### src/sv/tansd_pkg.sv
// ----------------------------------------------------------------------------
// tansd_pkg
// Shared types, request and status codes, and helpers for the tANS
// table build and decode unit.
// ----------------------------------------------------------------------------
package tansd_pkg;

    // request codes
    localparam logic [1:0] REQ_SET_FREQ = 2'd0;
    localparam logic [1:0] REQ_START    = 2'd1;
    localparam logic [1:0] REQ_PUSH     = 2'd2;
    localparam logic [1:0] REQ_DECODE   = 2'd3;

    // status codes
    localparam logic [2:0] STAT_OK       = 3'd0;
    localparam logic [2:0] STAT_DROPPED  = 3'd1;
    localparam logic [2:0] STAT_PADDED   = 3'd2;
    localparam logic [2:0] STAT_REJECTED = 3'd3;
    localparam logic [2:0] STAT_NO_TABLE = 3'd4;

    localparam int FREQ_W = 13;
    localparam int OCC_W  = 14;   // occurrence count reaches twice a frequency
    localparam int NB_W   = 5;    // bit count up to the largest table log
    localparam int SUM_W  = 21;   // 256 frequencies of 13 bits
    localparam int CNT_W  = 7;    // buffer fill 0..64
    localparam int BUF_W  = 64;

    typedef struct packed {
        logic [1:0]        req_type;
        logic [7:0]        sym_code;
        logic [FREQ_W-1:0] freq_count;
        logic              run_mode;
        logic [11:0]       start_state;
        logic [7:0]        data_byte;
    } in_t;

    typedef struct packed {
        logic [7:0] out_symbol;
        logic       symbol_valid;
        logic [2:0] status;
    } out_t;

    // controller to datapath
    typedef struct packed {
        logic accept;
        logic frq_acc;
        logic sym_inc;
        logic sym_clr;
        logic pos_clr;
        logic rem_ld;
        logic spread_wr;
        logic dt_wr;
        logic build_done;
        logic build_fail;
        logic dec_ex;
    } ctl_cmd_t;

    // datapath to controller
    typedef struct packed {
        logic table_ready;
        logic run_flag;
        logic sym_last;
        logic rem_zero;
        logic pos_last;
        logic sum_ok;
        logic out_busy;
    } ctl_sts_t;

    function automatic logic [NB_W-1:0] floor_log2(input logic [OCC_W-1:0] v);
        logic [NB_W-1:0] r;
        r = '0;
        for (int i = 1; i < OCC_W; i++) begin
            if (v[i]) r = NB_W'(i);
        end
        return r;
    endfunction

endpackage

### src/sv/tansd_ctrl.sv
// ----------------------------------------------------------------------------
// tansd_ctrl
// Sequencer for request acceptance, table build passes and decode steps.
// ----------------------------------------------------------------------------
module tansd_ctrl (
    input  logic                aclk,
    input  logic                aresetn,
    input  logic                s_valid,
    output logic                s_ready,
    input  tansd_pkg::in_t      s_payload,
    input  logic                m_ready,
    input  tansd_pkg::ctl_sts_t sts,
    output tansd_pkg::ctl_cmd_t cmd
);
    import tansd_pkg::*;

    typedef enum logic [10:0] {
        ST_IDLE    = 11'b00000000001,
        ST_SUM_RD  = 11'b00000000010,
        ST_SUM_ACC = 11'b00000000100,
        ST_SUM_CHK = 11'b00000001000,
        ST_SP_RD   = 11'b00000010000,
        ST_SP_LD   = 11'b00000100000,
        ST_SP_FILL = 11'b00001000000,
        ST_DT_RD   = 11'b00010000000,
        ST_DT_OCC  = 11'b00100000000,
        ST_DT_WR   = 11'b01000000000,
        ST_DEC_EX  = 11'b10000000000
    } state_t;

    state_t state_reg, state_next;

    assign s_ready = (state_reg == ST_IDLE) && (!sts.out_busy || m_ready);

    always_comb begin
        cmd        = '0;
        state_next = state_reg;
        case (state_reg)
            ST_IDLE: begin
                if (s_valid && s_ready) begin
                    cmd.accept = 1'b1;
                    if (s_payload.req_type == REQ_START && !s_payload.run_mode) begin
                        state_next = ST_SUM_RD;
                    end else if (s_payload.req_type == REQ_DECODE && sts.table_ready
                                 && !sts.run_flag) begin
                        state_next = ST_DEC_EX;
                    end
                end
            end
            ST_SUM_RD: state_next = ST_SUM_ACC;
            ST_SUM_ACC: begin
                cmd.frq_acc = 1'b1;
                if (sts.sym_last) begin
                    state_next = ST_SUM_CHK;
                end else begin
                    cmd.sym_inc = 1'b1;
                    state_next  = ST_SUM_RD;
                end
            end
            ST_SUM_CHK: begin
                if (sts.sum_ok) begin
                    cmd.sym_clr = 1'b1;
                    cmd.pos_clr = 1'b1;
                    state_next  = ST_SP_RD;
                end else begin
                    cmd.build_fail = 1'b1;
                    state_next     = ST_IDLE;
                end
            end
            ST_SP_RD: state_next = ST_SP_LD;
            ST_SP_LD: begin
                cmd.rem_ld = 1'b1;
                state_next = ST_SP_FILL;
            end
            ST_SP_FILL: begin
                if (sts.rem_zero) begin
                    if (sts.sym_last) begin
                        cmd.pos_clr = 1'b1;
                        state_next  = ST_DT_RD;
                    end else begin
                        cmd.sym_inc = 1'b1;
                        state_next  = ST_SP_RD;
                    end
                end else begin
                    cmd.spread_wr = 1'b1;
                end
            end
            ST_DT_RD:  state_next = ST_DT_OCC;
            ST_DT_OCC: state_next = ST_DT_WR;
            ST_DT_WR: begin
                cmd.dt_wr = 1'b1;
                if (sts.pos_last) begin
                    cmd.build_done = 1'b1;
                    state_next     = ST_IDLE;
                end else begin
                    state_next = ST_DT_RD;
                end
            end
            ST_DEC_EX: begin
                cmd.dec_ex = 1'b1;
                state_next = ST_IDLE;
            end
            default: state_next = ST_IDLE;
        endcase
    end

    always_ff @(posedge aclk) begin
        if (!aresetn) begin
            state_reg <= ST_IDLE;
        end else begin
            state_reg <= state_next;
        end
    end

endmodule

### config.mk
export PLATFORM = sky130hd
export DESIGN_NAME = tansd_ctrl
export DESIGN_NICKNAME = d
export VERILOG_FILES = /design/src/sv/tansd_pkg.sv /design/src/sv/tansd_ctrl.sv
export SDC_FILE = /design/constraint.sdc
export NUM_CORES = 1
export LEC_CHECK = 0
export BUFFER_PORTS_ARGS = -buffer_cell sky130_fd_sc_hd__buf_4
export CAP_MARGIN = 20
export CORE_ASPECT_RATIO = 1.2
export CORE_MARGIN = 3
export CORE_UTILIZATION = 35
export CTS_CLUSTER_DIAMETER = 40
export DETAILED_ROUTE_END_ITERATION = 7
export PLACE_DENSITY = 0.76
export SYNTH_ARGS = -nofsm -noshare
export SYNTH_HDL_FRONTEND = slang
export SYNTH_SLANG_ARGS = --single-unit
### constraint.sdc
create_clock -name aclk -period 3 [get_ports aclk]
set_clock_uncertainty 0.05 [all_clocks]
set_input_delay 0.15 -clock aclk [delete_from_list [all_inputs] [get_ports aclk]]
set_output_delay 0.15 -clock aclk [all_outputs]
set_load 0.03 [all_outputs]
==> reports/results.tsv, run 1 <==
stage	metric	value	unit
layout	drive_gt1_frac	0.298	
clock_network	cts_buffers	3	
global_routing	grt-ovfl-total	0	
yosys	ys_ff_latch	11	
clock_network	cts-root-to-sink-buffers	2	
pwr	clkPwrFrac	0.266	
pwr	swShare	0.332	
die	num_rows	17	
setup_path	crit_cells	6	
setup_path	critPathCapture	cmd[8]	
global_routing	grt_pass1_wl	3220	um
setup_path	slowest_stage	dfxtp_1	
yosys	synth_common_cells	16 x nor2_1, 11 x dfxtp_1, 6 x nand2b_1, 6 x nand3_1	
setup_path	cp_max_fo	9	
yosys	synth_area	746	sq um
setup_path	arrival	1.99	ns
setup_path	cp-end-kind	output pin	
yosys	ys_seq_area_frac	0.295	
global_routing	antenna_found_initial	0	
clock_network	worstSkewPairLatency	0.27	ns
detailed_routing	met1_length	836	um
setup_path	r2r_start	state_reg[8]	
run	max-cap-violations	0	
die	die_h	56.6	um
hold_path	hold_start	aresetn	
clock_network	postCtsHoldBufs	0	
setup_path	rrSetupSlack	1.10	ns
layout	syn_to_final_growth	30.7	%
sta	fmax	457	MHz
sta	whs	0.0774	ns
global_routing	grt_max_degree	10	
yosys	synth_nets	151	
sta	maxSlewViolCount	0	
setup_path	critPathLaunchType	flop	
yosys	synth-edff-count	0	
detailed_routing	top_layer	met4	
die	design.die.area	2720	sq um
yosys	synth.distinct_cells	38	
yosys	yosys-top-cells-area	dfxtp_1 30%, nor2_1 8.1%, nand2b_1 5.0%, nand3_1 4.0%, nor4_1 3.4%	
yosys	synth_top_area_frac	0.295	
sta	rsz0062_at_grt	no	
yosys	syn-instance-count	96	
global_routing	grt_usage	0.163	
detailed_routing	vias	807	
outcome	status	finished, final reports clean	
placed_design	io_buffer_count	25	
layout	n_antenna_cell	0	
yosys	synth_warnings	0	
yosys	yosys_most_used_dff	dfxtp_1	
detailed_routing	wl_met3	127	um
sta	layout_min_cycle_time	2.19	ns
yosys	netlist.top_cell.by_area	dfxtp_1	
pwr	p_per_area	395	nW/um^2
pwr	power.leakage	0.399	nW
detailed_routing	drt_iter0_markers	9	
setup_path	slowest_delay	0.41	ns
clock_network	clkTransAtPathRegs	0.07	ns
detailed_routing	post_drt_wl_per_cell	12.9	um
setup_path	rr_worst_depth	5	
setup_path	path_class	reg2out	
pwr	p_int	257	uW
clock_network	post-cts-setup-buffers	0	
hold_path	hold_path.class	in2reg	
sta	finalHoldViolations	0	
clock_network	cts_tree	done	
clock_network	cts_resized	0	
clock_network	root_buffer	clkbuf_4	
setup_path	cpLargestDelayFamily	simple AND/OR/NAND/NOR gates	
die	die_w	48.1	um
setup_path	critical_path.cell_chain	nor3_2 > nor3b_1 > and4b_1 > a21oi_1 > nor2_1 > buf_4	
placed_design	gp_congestion	0.804	
yosys	synth_most_common_cell	nor2_1	
die	core	1940	sq um
detailed_routing	ant_nets	0	
setup_path	crit_path_start	state_reg[8]	
layout	largest_reg_flops	11	
yosys	synth_async_sr_flop_share	0	
setup_path	crit_buf_inv	1	
detailed_routing	drc	0	
layout	fin_util	0.504	
pwr	combPwrFrac	0.310	
pwr	peakVddDrop	307	uV
sta	setup_ws	0.812	ns
die	io_pins	67	
setup_path	worst_ep_required_time	2.80	ns
setup_path	worstReg2RegEnd	state_reg[0]	
pwr	p_switching	128	uW
sta	finalCritPeriodShare	0.729	
pwr	power_frac_seq	0.424	
detailed_routing	met2_wirelength	906	um
global_routing	first_global_vias	773	
yosys	syn_area_per_cell	7.77	sq um
clock_network	ctsHtreeMaxLevel	1	
sta	fin_setup_tns	0	ns
placed_design	hpwl	1520	um
detailed_routing	drt_first_pass_iters	4	
layout	layout.nets	177	
sta	worstMarginPinSlew	0.482	ns
sta	maxSlewHeadroom	0.676	
die	start_util	0.385	
detailed_routing	totalWireLength	1920	um
placed_design	pre_cts_ws	1.11	ns
clock_network	cts.sinks	11	
detailed_routing	drt-vias-per-instance	5.42	
sta	setup_viol	0	
==> how the worst min path moves through the flow <==
stage          cells past startpoint           end
4_1_cts                            2  state_reg[3]
3_5_place_dp                       2  state_reg[3]
2_1_floorplan                      1  state_reg[3]
6_report                           2  state_reg[3]
3_3_place_gp                       2  state_reg[3]
5_1_grt                            2  state_reg[3]
==> metal layers <==
metal  vias up  global-route usage
met1       369               0.206
met3         4              0.0353
met4         0              0.0923
li1        401                   -
met2        33               0.244
met5         -                   0
==> stage by stage <==
step           instance area, sq um  std cells  power [mW]
2_1_floorplan                   746         96       0.243
3_3_place_gp                    948        145       0.282
3_5_place_dp                    948        145       0.285
4_1_cts                         975        149       0.387
5_1_grt                         975        149       0.407
6_report                        975        149       0.385
==> logic make-up after synthesis <==
logic type | count (synthesis) | synth area share
AO/OA/AOI/OAI | 15 | 0.134
XOR/XNOR | 2 | 0.0235
buffers and inverters | 6 | 0.0369
flip-flops | 11 | 0.295
AND/OR/NAND/NOR | 62 | 0.510
==> placed cells by master, fill, tap and decap left out, drive strengths merged, types with 2 or more instances in the layout <==
master  netlist  layout
buf           2      25
and2          2       2
a21boi        2       2
nor3          5       5
and3b         2       2
xor2          2       2
and3          2       2
inv           2       2
a21oi         2       2
nor2         17      17
a211o         2       2
nand2         4       4
nor3b         3       3
dfxtp        11      11
o21ai         5       5
nand3         6       6
nor4          5       5
or4           2       2
nand2b        6       6
clkbuf        2       4
==> final cells by class <==
| class | count | area [sq um] |
|---|---|---|
| tap | 28 | 35.0 |
| timing repair buffer | 25 | 188 |
| sequential | 11 | 220 |
| clock buffer | 4 | 26.3 |
| inverter | 2 | 7.51 |
| fill | 208 | 961 |
| multi-input combinational | 79 | 498 |
==> power groups by stage <==
| stage | clock [mW] | combinational [mW] | sequential (mW) |
|---|---|---|---|
| CTS | 0.104 | 0.120 | 0.163 |
| global placement | 0 | 0.116 | 0.166 |
| global route | 0.113 | 0.130 | 0.165 |
| finish | 0.102 | 0.119 | 0.163 |
| floorplan | 0 | 0.0788 | 0.164 |
| detailed placement | 0 | 0.118 | 0.167 |
Power figures use the tool's default switching activity.
==> run 2: changes to the inputs <==
CORE_UTILIZATION = 33   (was 35)
PLACE_DENSITY = 0.75   (was 0.76)
clock period = 1.8 ns   (was 3 ns; I/O delays follow)
==> run 2 against run 1 <==
  * Hold slack got worse by 0.067 ns
  * Register-to-register slack got worse by 1.2 ns
  * Combinational power rose to 2.8 times the previous value
  * First-iteration DRC count rose by 140%
  * Non-clock buffer count rose by 30
  * Via count rose by 18%
  * Clock-buffer cell count did not move
  * Power rose by 100%
  * The run now ends with negative setup slack left
  * Final cell count rose by 21%
  * Flip-flop and latch count did not move
  * Die area rose by 5.4%
==> reports/results.tsv, run 2 (synthesized netlist as in run 1, its figures left out) <==
stage	metric	value	unit	change
outcome	status	finished with violations		was finished, final reports clean
outcome	violations	negative setup slack		
detailed_routing	drt_iter0_markers	22		was 9
clock_network	cts_buffers	3		unchanged
detailed_routing	drt_first_pass_iters	4		unchanged
sta	rsz0062_at_grt	yes		was no
global_routing	first_global_vias	932		was 773
setup_path	arrival	1.88	ns	was 1.99 ns
layout	n_antenna_cell	0		unchanged
global_routing	grt_max_degree	9		was 10
setup_path	critical_path.cell_chain	or4_4 > buf_6 > nor4_4 > and2_4 > buf_6		was nor3_2 > nor3b_1 > and4b_1 > a21oi_1 > nor2_1 > buf_4
layout	fin_util	0.656		was 0.504
die	die_h	58.1	um	was 56.6 um
sta	finalHoldViolations	0		unchanged
die	die_w	49.4	um	was 48.1 um
pwr	peakVddDrop	398	uV	was 307 uV
die	io_pins	67		unchanged
clock_network	cts.sinks	11		unchanged
setup_path	worst_path_most_repeated_cell	buf_6		
detailed_routing	ant_nets	0		unchanged
die	num_rows	18		was 17
clock_network	cts-root-to-sink-buffers	2		unchanged
die	start_util	0.356		was 0.385
detailed_routing	vias	951		was 807
detailed_routing	drt-vias-per-instance	5.25		was 5.42
clock_network	ctsHtreeMaxLevel	1		unchanged
layout	largest_reg_flops	11		unchanged
hold_path	hold_depth	2		unchanged
setup_path	cp_max_fo	6		was 9
global_routing	antenna_found_initial	0		unchanged
setup_path	rr_worst_depth	5		unchanged
setup_path	critPathLaunchType	flop		unchanged
setup_path	slowest_delay	0.54	ns	was 0.41 ns
layout	drive_gt1_frac	0.583		was 0.298
global_routing	grt_pass1_wl	3900	um	was 3220 um
placed_design	io_buffer_count	25		unchanged
sta	whs	0.0107	ns	was 0.0774 ns
sta	fmax	494	MHz	
sta	maxSlewHeadroom	0.760		was 0.676
setup_path	slowest_stage	or4_4		was dfxtp_1
placed_design	gp_congestion	0.803		was 0.804
clock_network	worstSkewPairLatency	0.27	ns	about the same
pwr	power.leakage	0.604	nW	was 0.399 nW
sta	setup_ws	-0.224	ns	was 0.812 ns
global_routing	grt_usage	0.172		was 0.163
die	core	2090	sq um	was 1940 sq um
global_routing	grt-ovfl-total	0		unchanged
clock_network	cts_tree	done		unchanged
layout	syn_to_final_growth	84.2	%	was 30.7%
detailed_routing	post_drt_wl_per_cell	13.6	um	was 12.9 um
setup_path	cp-end-kind	output pin		unchanged
clock_network	clkTransAtPathRegs	0.07	ns	about the same
sta	worstMarginPinSlew	0.357	ns	was 0.482 ns
die	design.die.area	2870	sq um	was 2720 sq um
hold_path	hold_path.class	in2reg		unchanged
detailed_routing	totalWireLength	2450	um	was 1920 um
pwr	p_per_area	568	nW/um^2	was 395 nW/um^2
sta	setup_viol	10		was 0
detailed_routing	drc	0		unchanged
setup_path	worst_ep_required_time	1.66	ns	was 2.80 ns
layout	layout.nets	207		was 177
clock_network	root_buffer	clkbuf_4		unchanged
sta	layout_min_cycle_time	2.02	ns	
layout	mostFrequentLayoutCell	buf_4		unchanged
run	max-cap-violations	0		unchanged
placed_design	hpwl	1750	um	was 1520 um
sta	maxSlewViolCount	0		unchanged
setup_path	path_class	reg2out		unchanged
layout	layout_common_cells	46 x buf_4, 13 x nor2_1, 9 x buf_6		was 25 x buf_4, 16 x nor2_1, 11 x dfxtp_1
sta	finalCritPeriodShare	1.12		
==> run 2: changes by cell type in the layout (fill, tap and decap cells not counted), sizes merged <==
cell and change:
buf +30
==> run 2: worst paths after layout <==
path	from	to	slack, ns
setup / recovery	state_reg[2]	cmd[2]	-0.22
hold / removal	aresetn	state_reg[3]	0.01
setup reg to reg	state_reg[2]	state_reg[9]	-0.13
hold reg to reg	state_reg[6]	state_reg[8]	0.48
==> run 2: what timing repair did <==
item                       in CTS  in global routing
pin swaps                       3                  8
gates resized for setup        11                 24
hold buffers                    0                  0
buffers inserted                2                 10
setup endpoints to repair      17                 14
==> run 2: through the flow <==
| step | TNS, ns | total power [mW] | instances | area, sq um | setup slack [ns] |
|---|---|---|---|---|---|
| 2_1_floorplan | -0.236 | 0.413 | 96 | 779 | -0.193 |
| 3_3_place_gp | 0 | 0.527 | 166 | 1130 | 0.0293 |
| 3_5_place_dp | -0.0295 | 0.533 | 166 | 1130 | -0.0258 |
| 4_1_cts | -1.16 | 0.708 | 172 | 1210 | -0.197 |
| 5_1_grt | -1.97 | 0.819 | 181 | 1370 | -0.310 |
| 6_report | -1.15 | 0.781 | 181 | 1370 | -0.224 |
==> run 2: critical path: cells and delay by family, from the launching register on <==
family	cells	cell delay (ns)
buffers and inverters	2	0.26
AND/OR/NAND/NOR	3	0.99
flip-flops	1	0.36
==> run 2: area by class of cell <==
cell class                 count  area [sq um]
sequential                    11           238
inverter                       2          7.51
tap                           30          37.5
clock buffer                   4          26.3
multi-input combinational     79           618
fill                         182           721
timing repair buffer          55           447
==> run 2: power breakdown <==
part / total (mW) / switching [mW] / internal (mW)
Clock: 0.171 / 0.0849 / 0.0860
Combinational: 0.338 / 0.157 / 0.181
Sequential: 0.271 / 0.0188 / 0.252
==> run 2: routing by layer <==
layer  global-route usage  part of all wire  vias to the layer above
li1                     -                 -                      466
met1                0.195              0.40                      442
met2                0.318              0.53                       39
met3               0.0231             0.052                        4
met4               0.0751             0.016                        0
met5                    0                 0                        -
==> run 3: changes to the inputs <==
CORE_UTILIZATION = 34   (was 33)
CTS_BUF_LIST = sky130_fd_sc_hd__clkbuf_4   (was not set)
PLACE_DENSITY = 0.77   (was 0.75)
==> run 3 against run 2 <==
  * Setup slack gained 0.012 ns
  * Power fell by 1.2%
  * Non-clock buffer count fell by 7
  * Utilization increased by 1.2 points
  * Global-route usage up 1.6 points
  * Fmax up 0.61%
  * Clock-buffer cell count did not move
  * The run still ends with negative setup slack left
  * Final cell count shrank 5.0%
  * Flip-flop and latch count is the same
==> reports/results.tsv, run 3 (synthesized netlist as in run 1, its figures left out) <==
stage	metric	value	unit	change
global_routing	grt_usage	0.187		was 0.172
pwr	power_frac_seq	0.352		was 0.347
sta	layout_min_cycle_time	2.01	ns	was 2.02 ns
die	start_util	0.381		was 0.356
run	max-cap-violations	0		unchanged
die	die_w	48.8	um	was 49.4 um
placed_design	gp_congestion	0.824		was 0.803
layout	fillers	181		was 182
clock_network	cts-root-to-sink-buffers	2		unchanged
setup_path	worst_ep_required_time	1.66	ns	about the same
sta	worstMarginPinSlew	0.427	ns	was 0.357 ns
pwr	p_switching	265	uW	was 261 uW
layout	syn_to_final_growth	75.3	%	was 84.2%
placed_design	pre_cts_ws	0.000420	ns	was -0.0258 ns
detailed_routing	post_drt_wl_per_cell	14.7	um	was 13.6 um
die	die_h	57.3	um	was 58.1 um
global_routing	antenna_found_initial	0		unchanged
clock_network	root_buffer	clkbuf_4		unchanged
pwr	power	771	uW	was 781 uW
clock_network	cts.sinks	11		unchanged
sta	maxSlewViolCount	0		unchanged
detailed_routing	drt_first_pass_iters	4		unchanged
layout	layout_common_cells	41 x buf_4, 14 x nor2_1, 7 x buf_6, 7 x dfxtp_1, 5 x nand3_1		was 46 x buf_4, 13 x nor2_1, 9 x buf_6
setup_path	path_class	reg2out		unchanged
setup_path	rrSetupSlack	0.02	ns	was -0.13 ns
sta	setup_ws	-0.212	ns	was -0.224 ns
die	core	1960	sq um	was 2090 sq um
pwr	combPwrFrac	0.401		was 0.434
pwr	p_int	506	uW	was 520 uW
setup_path	crit_path_start	state_reg[4]		was state_reg[2]
setup_path	arrival	1.87	ns	was 1.88 ns
hold_path	hold_path.class	in2reg		unchanged
clock_network	cts_tree	done		unchanged
layout	mostFrequentLayoutCell	buf_4		unchanged
placed_design	io_buffer_count	25		unchanged
setup_path	rr_worst_depth	5		unchanged
sta	setup_viol	9		was 10
detailed_routing	drc	0		unchanged
setup_path	critPathCapture	cmd[2]		unchanged
pwr	swShare	0.344		was 0.334
sta	fin_setup_tns	-1.23	ns	was -1.15 ns
sta	maxSlewHeadroom	0.713		was 0.760
setup_path	cp-end-kind	output pin		unchanged
layout	layout.nets	200		was 207
sta	rsz0062_at_grt	yes		unchanged
sta	fmax	497	MHz	was 494 MHz
detailed_routing	vias	928		was 951
sta	finalHoldViolations	0		unchanged
outcome	status	finished with violations		unchanged
clock_network	ctsHtreeMaxLevel	1		unchanged
layout	largest_reg_flops	11		unchanged
setup_path	critPathLaunchType	flop		unchanged
detailed_routing	ant_nets	0		unchanged
clock_network	clkTransAtPathRegs	0.07	ns	about the same
die	design.die.area	2790	sq um	was 2870 sq um
clock_network	worstSkewPairLatency	0.27	ns	about the same
setup_path	cp_max_fo	3		was 6
layout	n_antenna_cell	0		unchanged
pwr	clkPwrFrac	0.247		was 0.219
sta	finalCritPeriodShare	1.12		about the same
global_routing	grt_max_degree	8		was 9
sta	whs	0.0277	ns	was 0.0107 ns
layout	multi_input_area	621	sq um	was 618 sq um
setup_path	r2r_start	state_reg[3]		was state_reg[2]
detailed_routing	totalWireLength	2530	um	was 2450 um
clock_network	cts_buffers	3		unchanged
pwr	power.leakage	0.559	nW	was 0.604 nW
setup_path	worstReg2RegEnd	state_reg[7]		was state_reg[9]
placed_design	hpwl	1780	um	was 1750 um
layout	regArea	228	sq um	was 238 sq um
detailed_routing	drt_iter0_markers	19		was 22
global_routing	grt-ovfl-total	0		unchanged
layout	drive_gt1_frac	0.556		was 0.583
global_routing	grt_pass1_wl	4030	um	was 3900 um
pwr	p_per_area	590	nW/um^2	was 568 nW/um^2
outcome	violations	negative setup slack		unchanged
pwr	peakVddDrop	435	uV	was 398 uV
die	num_rows	17		was 18
detailed_routing	drt-vias-per-instance	5.40		was 5.25
global_routing	first_global_vias	905		was 932
die	io_pins	67		unchanged
-- run 3: per-layer routing --
layer | global-route usage | share of wire
met1 | 0.201 | 0.39
met4 | 0.114 | 0.021
met2 | 0.344 | 0.54
met5 | 0 | 0
met3 | 0.0287 | 0.055
-- run 3: area by class of cell --
| cell class | instances | share of cell area |
|---|---|---|
| repair buffers | 48 | 0.296 |
| multi-input cells | 79 | 0.475 |
| flip-flops and latches | 11 | 0.174 |
| inverters | 2 | 0.00574 |
| clock buffers | 4 | 0.0230 |
| well taps | 28 | 0.0268 |
-- run 3: how the worst min path moves through the flow --
stage	from	slack [ns]	end	cells after the start
finish	aresetn	0.03	state_reg[3]	2
detailed placement	aresetn	0.31	state_reg[3]	2
floorplan	sts[4]	0.17	cmd[8]	1
global placement	aresetn	0.29	state_reg[3]	2
CTS	aresetn	0.02	state_reg[3]	2
global route	aresetn	0.04	state_reg[3]	2
-- run 3: critical path, stage by stage, from the launching register on --
cell and delay (ns):
dfxtp_2 0.33, or4_4 0.57, buf_6 0.15, nor4_4 0.22, and2_4 0.19, buf_6 0.12
-- run 3: power groups by stage --
stage                     Combinational, mW  Sequential [mW]  Clock [mW]
after floorplan                       0.138            0.275           0
after global placement                0.242            0.270           0
after detailed placement              0.249            0.271           0
after CTS                             0.272            0.270       0.189
after global routing                  0.334            0.273       0.202
final                                 0.309            0.272       0.191
-- run 3: repair_timing --
item,4_1_cts,5_1_grt
buffers inserted,3,3
pin swaps,3,4
cloned,0,0
endpoints found under the setup margin,12,18
hold buffers,0,0
gates resized for setup,10,17
-- run 3: stage by stage --
| stage | instance area [sq um] | utilization | std cells |
|---|---|---|---|
| after floorplan | 779 | - | 96 |
| after global placement | 1110 | 0.567 | 162 |
| after detailed placement | 1110 | 0.567 | 162 |
| after CTS | 1210 | 0.616 | 169 |
| after global routing | 1310 | 0.668 | 172 |
| final | 1310 | 0.668 | 172 |
